===== config.mk =====
export PLATFORM = sky130hd
export DESIGN_NAME = ppdh_div
export DESIGN_NICKNAME = d
export VERILOG_FILES = /design/src/sv/ppdh_pkg.sv /design/src/sv/ppdh_div.sv
export SDC_FILE = /design/constraint.sdc
export NUM_CORES = 1
export LEC_CHECK = 0
export ABC_AREA = 1
export BUFFER_PORTS_ARGS = -buffer_cell sky130_fd_sc_hd__buf_4
export CORE_ASPECT_RATIO = 0.5
export CORE_MARGIN = 10
export CORE_UTILIZATION = 56
export DETAILED_ROUTE_END_ITERATION = 10
export GPL_TIMING_DRIVEN = 0
export PLACE_DENSITY = 0.83
export SLEW_MARGIN = 15
export SYNTH_ARGS = -nofsm -noshare
export SYNTH_HDL_FRONTEND = slang
export SYNTH_SLANG_ARGS = --single-unit

===== constraint.sdc =====
create_clock -name aclk -period 2.6 [get_ports aclk]
set_input_delay 0.52 -clock aclk [delete_from_list [all_inputs] [get_ports aclk]]
set_output_delay 0.52 -clock aclk [all_outputs]
set_load 0.05 [all_outputs]

===== src/sv/ppdh_pkg.sv =====
// Shared types and constants for the planar position density histogram.
`default_nettype none
package ppdh_pkg;

    localparam int POS_W       = 32;
    localparam int CFG_W       = 31;
    localparam int CFG_DATA_W  = 32;
    localparam int CFG_IDX_W   = 4;
    localparam int FIELD_IDX_W = 8;
    localparam int POP_FIELD_W = 2;
    localparam int OUT_COUNT_W = 32;
    localparam int DIV_W       = 32;

    localparam logic [CFG_W-1:0] HALF_BOX_RST  = 31'd6553600;
    localparam logic [CFG_W-1:0] CELL_SIZE_RST = 31'd65536;

    localparam logic [CFG_IDX_W-1:0] CFG_HALF_BOX  = 4'd0;
    localparam logic [CFG_IDX_W-1:0] CFG_CELL_SIZE = 4'd1;

    localparam logic CMD_BIN  = 1'b0;
    localparam logic CMD_READ = 1'b1;

    typedef struct packed {
        logic                    command;
        logic [POS_W-1:0]        x_position;
        logic [POS_W-1:0]        y_position;
        logic [POP_FIELD_W-1:0]  population;
        logic [FIELD_IDX_W-1:0]  read_column;
        logic [FIELD_IDX_W-1:0]  read_row;
    } ppdh_in_t;

    typedef struct packed {
        logic                    binned;
        logic [FIELD_IDX_W-1:0]  column;
        logic [FIELD_IDX_W-1:0]  row;
        logic [OUT_COUNT_W-1:0]  count;
    } ppdh_out_t;

    typedef struct packed {
        logic req;
        logic inc;
    } ppdh_store_ctl_t;

endpackage
`default_nettype wire


===== src/sv/ppdh_div.sv =====
// Bit-serial restoring divider: one quotient bit per cycle.
`default_nettype none
module ppdh_div (
    input  wire logic                        aclk,
    input  wire logic                        aresetn,
    input  wire logic                        start,
    input  wire logic [ppdh_pkg::DIV_W-1:0]  dividend,
    input  wire logic [ppdh_pkg::CFG_W-1:0]  divisor,
    output logic                             done,
    output logic [ppdh_pkg::DIV_W-1:0]       quotient,
    output logic [ppdh_pkg::CFG_W-1:0]       remainder
);
    import ppdh_pkg::*;

    localparam int CNT_W = $clog2(DIV_W);

    logic [DIV_W-1:0] quo_reg, quo_next;
    logic [CFG_W-1:0] rem_reg, rem_next;
    logic [CFG_W-1:0] divisor_reg;
    logic [CNT_W-1:0] cnt_reg;
    logic             busy_reg;
    logic             done_reg;

    logic [CFG_W:0]   rem_shift;
    logic [CFG_W+1:0] diff;
    logic             ge;

    always_comb begin
        rem_shift = {rem_reg, quo_reg[DIV_W-1]};
        diff      = {1'b0, rem_shift} - {2'b0, divisor_reg};
        ge        = ~diff[CFG_W+1];
        rem_next  = ge ? diff[CFG_W-1:0] : rem_shift[CFG_W-1:0];
        quo_next  = {quo_reg[DIV_W-2:0], ge};
    end

    always_ff @(posedge aclk) begin
        if (start) begin
            quo_reg     <= dividend;
            rem_reg     <= '0;
            divisor_reg <= divisor;
            cnt_reg     <= CNT_W'(DIV_W - 1);
        end else if (busy_reg) begin
            quo_reg <= quo_next;
            rem_reg <= rem_next;
            cnt_reg <= cnt_reg - 1'b1;
        end
    end

    always_ff @(posedge aclk) begin
        if (!aresetn) begin
            busy_reg <= 1'b0;
            done_reg <= 1'b0;
        end else begin
            done_reg <= !start && busy_reg && (cnt_reg == '0);
            if (start) begin
                busy_reg <= 1'b1;
            end else if (busy_reg && cnt_reg == '0) begin
                busy_reg <= 1'b0;
            end
        end
    end

    assign done      = done_reg;
    assign quotient  = quo_reg;
    assign remainder = rem_reg;

endmodule
`default_nettype wire


==> run summary, run 1 <==
Setup repair after global routing left no endpoint under its margin. The top cell types in the final layout, fill and taps aside, are nand2_1 (396), inv_1 (190), buf_4 (135). Synthesis produced a netlist with a net count of 1070. The worst register-to-register path ends at remainder[6]. The later-pin clock latency in the skew report is 0.36 ns. The run finished with clean final reports. The count of endpoints failing setup in the final report came out at 0. For hold timing, the worst endpoint is divisor_reg[26]. Data arrives at the worst endpoint at 2.70 ns. The first-pass GRT wire length came out at 31200 um.

The run gives 409 MHz as the highest attainable clock frequency. The path category of the worst min-delay check is input pin to flip-flop. The worst path uses 94.1% of the clock period. The fraction of registers with async set or reset after synthesis came out at 0%. The total number of vias came out at 6455.

The wire length per cell works out to 15.1 um. The critical path goes through buf_4 > buf_2 > nor2_1 > inv_1 > buf_4 > o211ai_1 > inv_1. 130 I/O pins were placed.

The clock-pin slew on the worst setup and hold paths is 0.08 ns. The die is 97.3 um tall. During synthesis, Yosys emitted a total of 0 warnings. Buffers placed on the I/O ports in this run total 129.

Summed over all cells, the static leakage comes to 4.53 nW. In this run the worst path has a maximum fanout of 41. Number of inserted diodes: 0. The startpoint identified for the worst hold timing path is divisor[26]. For this block, the initial DRC count from the detailed router was 566. The logs give 6278 for the number of global-route vias before repair and 28 for the total number of placement rows.

CTS built an H-tree with a depth of 3. After floorplanning, the core was sized to cover 11700 sq um. The logs give 5 for the number of detailed-routing iterations run before antenna repair and 0 for the number of nets still failing antenna checks after routing. The worst setup path is captured at a flip-flop. The logs give 8440 um for the wire length on met2 and 0 for the number of max-cap violations.

The maximum vdd drop was 291 uV; the net count reported at finish was 1212. The routed length on met3 is 2130 um, and the share of the synthesized area in the top cell type is 28.2%. The count of clock tree sinks is 101. In this run the top signal layer used is met4. The register with the most flip-flops in the layout has 32 of them.

The cell with the biggest individual delay on the critical path is nor2_1. The logs give 39.6% for the post-synthesis sequential area ratio and 0 ns for the setup TNS after final layout. The die is 175 um wide. Clock tree synthesis inserted a total of 9 buffers. At the pin with the least slew margin, the transition time is 0.729 ns.

The die covers 17000 sq um. The clock period minus final worst setup slack works out to 2.45 ns. Routability-driven placement finished with a final weighted congestion of 0.998. TritonCTS built the clock tree. Leaving out fill and tap cells, the most frequent cell in the layout is nand2_1. The run gives 0 as the total count of hold-check failures in the final report.

The effective utilization at floorplan is 57.1%. The root buffer cell is clkbuf_16. The final setup skew is 0.0141 ns. The tools report the sum of routed wire length over all layers as 19300 um. Compared with the post-synthesis result, the final layout area differs by 22.8%.

The average via count per standard cell came out at 5.03. The startpoint identified for the worst register-to-register timing path is quotient[31]. The dominant synthesized flop cell is edfxtp_1. The synthesized design spends more area on one cell type than any other, namely edfxtp_1. The run gives 0 as the initial antenna violation count. The DRC violations left was 0; the fraction of layout instances using a drive strength above 1 was 16.8%. Before CTS, the worst setup slack after placement is -0.495 ns. The number of slew-limit violations in the final report is 0.

Counting the fill cells in the layout gives 1019. The kind of start point of the critical path is an input pin. At the worst endpoint, the required time is 2.85 ns. Summing every instance area after synthesis gives 6700 sq um. Count of cell types in the netlist: 35. The number of synthesized flops with an enable pin was 63. The tightest hold path in the finished design has a slack of 0.331 ns.

After layout, the worst setup slack is 0.153 ns. For the hold-fix buffer count after cts, the log shows 0. In this run the register-to-register setup slack is 0.20 ns.

For the placed cell area, the log shows 7870 sq um. After synthesis, the cell types taking the most area are edfxtp_1 (28%), nand2_1 (22%), dfxtp_1 (11%), inv_1 (11%), ha_1 (6.0%). The number of synthesized register bits came out at 101. The clock passes through at most 2 buffers.

Leaving out filler cells and counting taps, the final layout contains 1283. Counting tap cells, the placed design contains a total of 1265 instances. The number of cells on the worst hold path was 1; the average instance area after synthesis was 6.90 sq um.

The overall overflow remaining after global route is 0. The HPWL after detailed placement is 15300 um. After detailed routing, the wire length on met1 is 8520 um. For the worst flop-to-flop path, the logic depth is 16. The worst setup path category is input pin to flip-flop. In this design, the stage delay of the slowest critical-path cell is 0.58 ns.

The final standard cell area without fillers was 8230 sq um. The overall global routing resource usage was 22.4%; the power per standard cell area was 483 nW/um^2. The number of cells produced by synthesis was 971; the worst max-slew margin expressed relative to the limit was 51.2%. The tools report the pin count of the biggest net entering global routing as 42.
synth_stat cells (6+ instances only):
cell type	instances
edfxtp_1	63
xnor2_1	10
nor2_1	50
dfxtp_1	38
nand4_1	6
ha_1	32
nand3b_1	19
buf_2	6
nand3_2	8
nand3_1	75
o21ai_1	8
a21oi_1	17
nand2_2	6
nand2_1	396
o21ai_0	12
clkbuf_1	6
inv_1	191
cell type report:
cell class | count | area [sq um] | share of cell area [%]
Buffer | 21 | 150 | 1.83
Clock buffer | 9 | 225 | 2.74
Clock inverter | 7 | 78.8 | 0.958
Inverter | 192 | 721 | 8.76
Multi-Input combinational cell | 657 | 3210 | 39.0
Sequential cell | 101 | 2650 | 32.2
Tap cell | 165 | 206 | 2.51
Timing Repair Buffer | 131 | 983 | 12.0
metrics by stage:
step	power (mW)	utilization, %
global route	4.13	70.1
CTS	3.99	69.7
floorplan	2.35	-
detailed placement	2.62	67.1
finish	3.98	70.1
global placement	2.60	67.1
per-layer routing:
layer / vias up / GRT usage, %
met4: 0 / 4.73
met3: 20 / 7.68
met1: 2935 / 28.6
li1: 3271 / -
met2: 229 / 35.9
met5: - / 0
worst max-delay path by stage:
stage	startpoint	slack, ns	end	depth (start not counted)
detailed placement	start	-0.49	quotient[12]	5
finish	start	0.15	busy_reg	7
global route	quotient[31]	0.003	remainder[6]	16
floorplan	quotient[31]	0.14	remainder[8]	16
CTS	quotient[31]	0.01	remainder[16]	16
global placement	start	-0.37	quotient[12]	5
critical path: cells and delay by family:
family | cells | cell delay, ns
AOI/OAI and AO/OA | 1 | 0.17
and+or+nand+nor | 1 | 0.58
buffers and inverters | 5 | 1.38
kinds of logic (layout without fill, tap and decap cells):
group | count (synthesis) | count (layout) | synth area share [%]
flops | 101 | 101 | 39.6
fa+ha+maj | 33 | 33 | 6.28
xor+xnor | 11 | 11 | 1.44
simple gates | 569 | 569 | 36.2
buf+inv | 213 | 360 | 12.8
compound gates | 44 | 44 | 3.68
timing repair:
item                       in CTS  in global routing
buffers inserted                0                  2
resized for setup               1                  8
pin swaps                       0                  1
setup endpoints to repair      36                 31
power breakdown:
group	total [mW]	internal [mW]	switching, mW
sequential	1.86	1.82	0.0488
combinational	0.725	0.240	0.486
clock	1.39	0.683	0.704
Power figures use the tool's default switching activity.
==> run 2, diff against run 1 <==
--- a/config.mk
+++ b/config.mk
@@ -5,14 +5,13 @@
 export SDC_FILE = /design/constraint.sdc
 export NUM_CORES = 1
 export LEC_CHECK = 0
-export ABC_AREA = 1
 export BUFFER_PORTS_ARGS = -buffer_cell sky130_fd_sc_hd__buf_4
 export CORE_ASPECT_RATIO = 0.5
 export CORE_MARGIN = 10
-export CORE_UTILIZATION = 56
+export CORE_UTILIZATION = 54
 export DETAILED_ROUTE_END_ITERATION = 10
 export GPL_TIMING_DRIVEN = 0
-export PLACE_DENSITY = 0.83
+export PLACE_DENSITY = 0.82
 export SLEW_MARGIN = 15
 export SYNTH_ARGS = -nofsm -noshare
 export SYNTH_HDL_FRONTEND = slang
==> run 2 against run 1 <==
Compared with the run above:
- sequential cell count stayed put
- largest power group unchanged
- maximum frequency down 15%
- first-iteration DRC count fell by 32%
- cell area down 11%
- the flow now finishes with violations (negative setup slack)
- total power is 17% higher
- sequential share of layout area is 3.8 points higher
- core utilization increased by 5.7 points
- worst setup slack got worse by 0.44 ns
- synthesized cell count is 47% lower
==> run summary, run 2 <==
The tools report the worst max-slew margin expressed relative to the limit as 46.3%. Dividing the detail-routed wire length by the instance count gives 19.4 um. The number of clock buffers added by TritonCTS is 9. During synthesis, Yosys emitted a total of 0 warnings. The number of synthesized register bits was 101. Registers take 2650 sq um. For this run, the slowest stage of the critical path takes 0.37 ns. The worst hold path begins at divisor[25]. Across all hold checks on the routed design, the worst slack comes to 0.337 ns. The cell with the biggest individual delay on the critical path is edfxtp_1. The number of cells on the worst hold path works out to 1. The count of buffering cells on the critical path with inverters included was 3; the reported leakage power was 3.33 nW.

By instance count, the leading cell after synthesis is edfxtp_1. The path category of the worst min-delay check was input pin to flip-flop. The multi-input combinational cell area is 2810 sq um, and the sum of routed wire length over all layers is 15700 um. Number of synthesized flops with an enable pin: 63. The tools report the capturing element type of the critical path as a flip-flop. For the overall global routing resource usage, the log shows 20.3%. TritonCTS built the clock tree. Relative to the synthesized area, the layout overhead comes to 33.1%. The tools report the total count of hold-check failures in the final report as 0.

Dividing total power by cell area gives a power density of 632 nW/um^2. The number of max-cap violations is 0, and the netlist area before placement is 5530 sq um. The post-route netlist has 34.5% of its cells at a drive strength greater than 1. The clock period minus final worst setup slack is 2.88 ns. The logs give 57.0% for the effective utilization at floorplan and 368 uV for the maximum vdd drop. Timing would allow up to 347 MHz.

For this run the aggregate overflow at the end of global routing stands at 0. The clock reaches the later pin of the worst-skew pair after 0.35 ns. The tools report the critical path required time as 2.80 ns.

After filler insertion, the fill cell instance count of the layout stands at 663. After clock tree synthesis, the clock-pin slew on the worst setup and hold paths is 0.08 ns. Final setup skew: 0.00970 ns. In the synthesized netlist, the number of instances is 510. The count of cell types in the netlist is 50. The first-pass GRT wire length is 24600 um. The run gives 3.09 ns as the data arrival time of the worst path. Prior to clock tree synthesis, the placed netlist has a worst setup slack of -0.628 ns.

The tools report the core area as 9700 sq um. After synthesis, the cell types taking the most area are edfxtp_1 (34%), dfxtp_1 (14%), ha_1 (7.2%), mux2_2 (6.5%), mux2i_1 (4.0%). The die is 91.5 um tall. In this run the critical register-to-register path is captured at remainder[8]. For the number of inserted diodes, the log shows 0. Hold repair after CTS inserted 0 buffers. In this run the mean area of a mapped cell was 10.8 sq um.

The number of placed instances, taps included, is 774. The worst register-to-register path has a setup slack of -0.28 ns. Count of input and output buffers: 129. In the synthesized netlist the dominant register cell turns out to be edfxtp_1.

The global placer's final weighted congestion is 0.892. Traced cell by cell, the critical path runs through inv_1 > ha_2 > a21oi_1 > o21ai_1 > a31o_1 > a31o_4 > a21oi_4 > o21bai_4 > o41ai_4 > buf_6 > buf_12 > mux2i_4 > a211oi_2. The critical path starts at divisor_reg[9]. The transition at the pin with the smallest max-transition slack works out to 0.805 ns. The share of the synthesized area in the top cell type works out to 34.2%. The pin count of the biggest net entering global routing came out at 33. The critical path in this run is classified as flip-flop to flip-flop. Detailed placement ended at an HPWL of 11000 um. Measured in cells, the most critical reg-to-reg path has a length of 13. Part of the cycle the worst path needs: 111%.

The logs give 4789 for the number of global-route vias before repair and 3 for the maximum level of the CTS H-tree. The tools report the initial antenna violation count as 0. Leaving out fill and tap cells, the most frequent cell in the layout is buf_4.

For the count of clock tree sinks, the log shows 101. Clock tree synthesis selected as its root buffer the cell clkbuf_16. Setup repair after global routing could not meet its margin everywhere. The biggest area contributor in the post-synthesis netlist is edfxtp_1. For the total number of placement rows, the log shows 25.

On the critical path the largest part of the delay comes from compound AO/OA/AOI/OAI gates. Counting instances in the post-synthesis netlist gives the leading cell types as edfxtp_1 (63), inv_1 (39), nor2_1 (39), dfxtp_1 (38). The register with the most flip-flops in the layout has 32 of them. The top cell types in the final layout, fill and taps aside, are buf_4 (141), edfxtp_1 (63), nor2_1 (39).

The final layout contains 767 nets. The run finished, with violations left. The largest fanout on the critical path came out at 7. The number of slew-limit violations in the final report was 0; the count of pins on the block boundary was 130. In this run the remaining antenna-violating nets after routing total 0. Detailed router's first-iteration violation count: 384.

The floorplan step defined a die boundary enclosing 14900 sq um. Of all flip-flops after synthesis, the portion carrying an async set or reset was 0%. Average via count per standard cell: 5.71. The checks that failed: negative setup slack. The origin of the critical flop-to-flop path was divisor_reg[9]. For hold timing, the worst endpoint is divisor_reg[25]. The post-route worst setup slack is -0.284 ns. The number of detailed-routing iterations run before antenna repair was 6.

The kind of start point of the critical path was a flip-flop. Setup violations remaining at the end of the flow were counted as 32. When the netlist entered floorplanning its net count stood at 609. The width of the die was 163 um. For the DRC violations left, the log shows 0. The total number of vias was 4612; the maximum buffer depth of the clock tree was 2.

Sequential cells were found to cover 48.0% of the synthesized design area. The finished layout holds 808 standard cells, fillers aside. Measured on the finished design, the core utilization comes to 75.8%.
[run 2: cell families (layout without fill, tap and decap cells)]
kind of cell    count (synthesis)  after routing  share of synthesized area, %
mux                            54             54                          10.5
xor+xnor                       28             28                          4.44
fa+ha+maj                      33             33                          7.61
compound gates                125            125                          15.4
buf+inv                        56            219                          4.14
simple gates                  113            113                          9.87
flops                         101            101                          48.0
[run 2: how the worst max path moves through the flow]
stage / to / slack [ns] / cells past startpoint
2_1_floorplan: remainder[0] / -0.34 / 12
3_3_place_gp: remainder[10] / -0.50 / 13
3_5_place_dp: remainder[0] / -0.63 / 13
4_1_cts: remainder[5] / -0.38 / 14
5_1_grt: remainder[9] / -0.40 / 14
6_report: remainder[8] / -0.28 / 13
[run 2: cell type report]
type / count / area share, %
flip-flops and latches: 101 / 36.1
repair buffers: 146 / 15.5
multi-input cells: 353 / 38.2
well taps: 135 / 2.30
repair inverters: 1 / 0.102
inverters: 39 / 2.04
clock inverters: 7 / 1.21
clock buffers: 9 / 3.06
plain buffers: 17 / 1.46
[run 2: timing repair]
action,in CTS,in global routing
buffers inserted,9,6
setup endpoints to repair,64,64
hold endpoints to repair,0,0
gates cloned,1,2
pin swaps,11,13
gates resized for setup,19,22
[run 2: power breakdown]
part           total, mW  switching, mW  internal (mW)
logic               1.26          0.769          0.490
registers           1.93         0.0853           1.85
clock network       1.46          0.685          0.776
total               4.65           1.54           3.11
[run 2: layer usage]
layer  global-route usage (%)  vias up  part of all wire [%]
met1                     23.6     2183                    41
met4                     5.37        0                   1.4
li1                         -     2181                     -
met5                        0        -                     0
met2                     33.3      219                    46
met3                     9.55       29                    12
[run 2: per-stage QoR]
| stage | power, mW | area, sq um | setup TNS (ns) |
|---|---|---|---|
| 2_1_floorplan | 2.76 | 5540 | -9.65 |
| 3_3_place_gp | 3.09 | 6670 | -27.42 |
| 3_5_place_dp | 3.12 | 6670 | -33.11 |
| 4_1_cts | 4.58 | 7150 | -10.48 |
| 5_1_grt | 4.84 | 7350 | -10.67 |
| 6_report | 4.65 | 7350 | -7.46 |
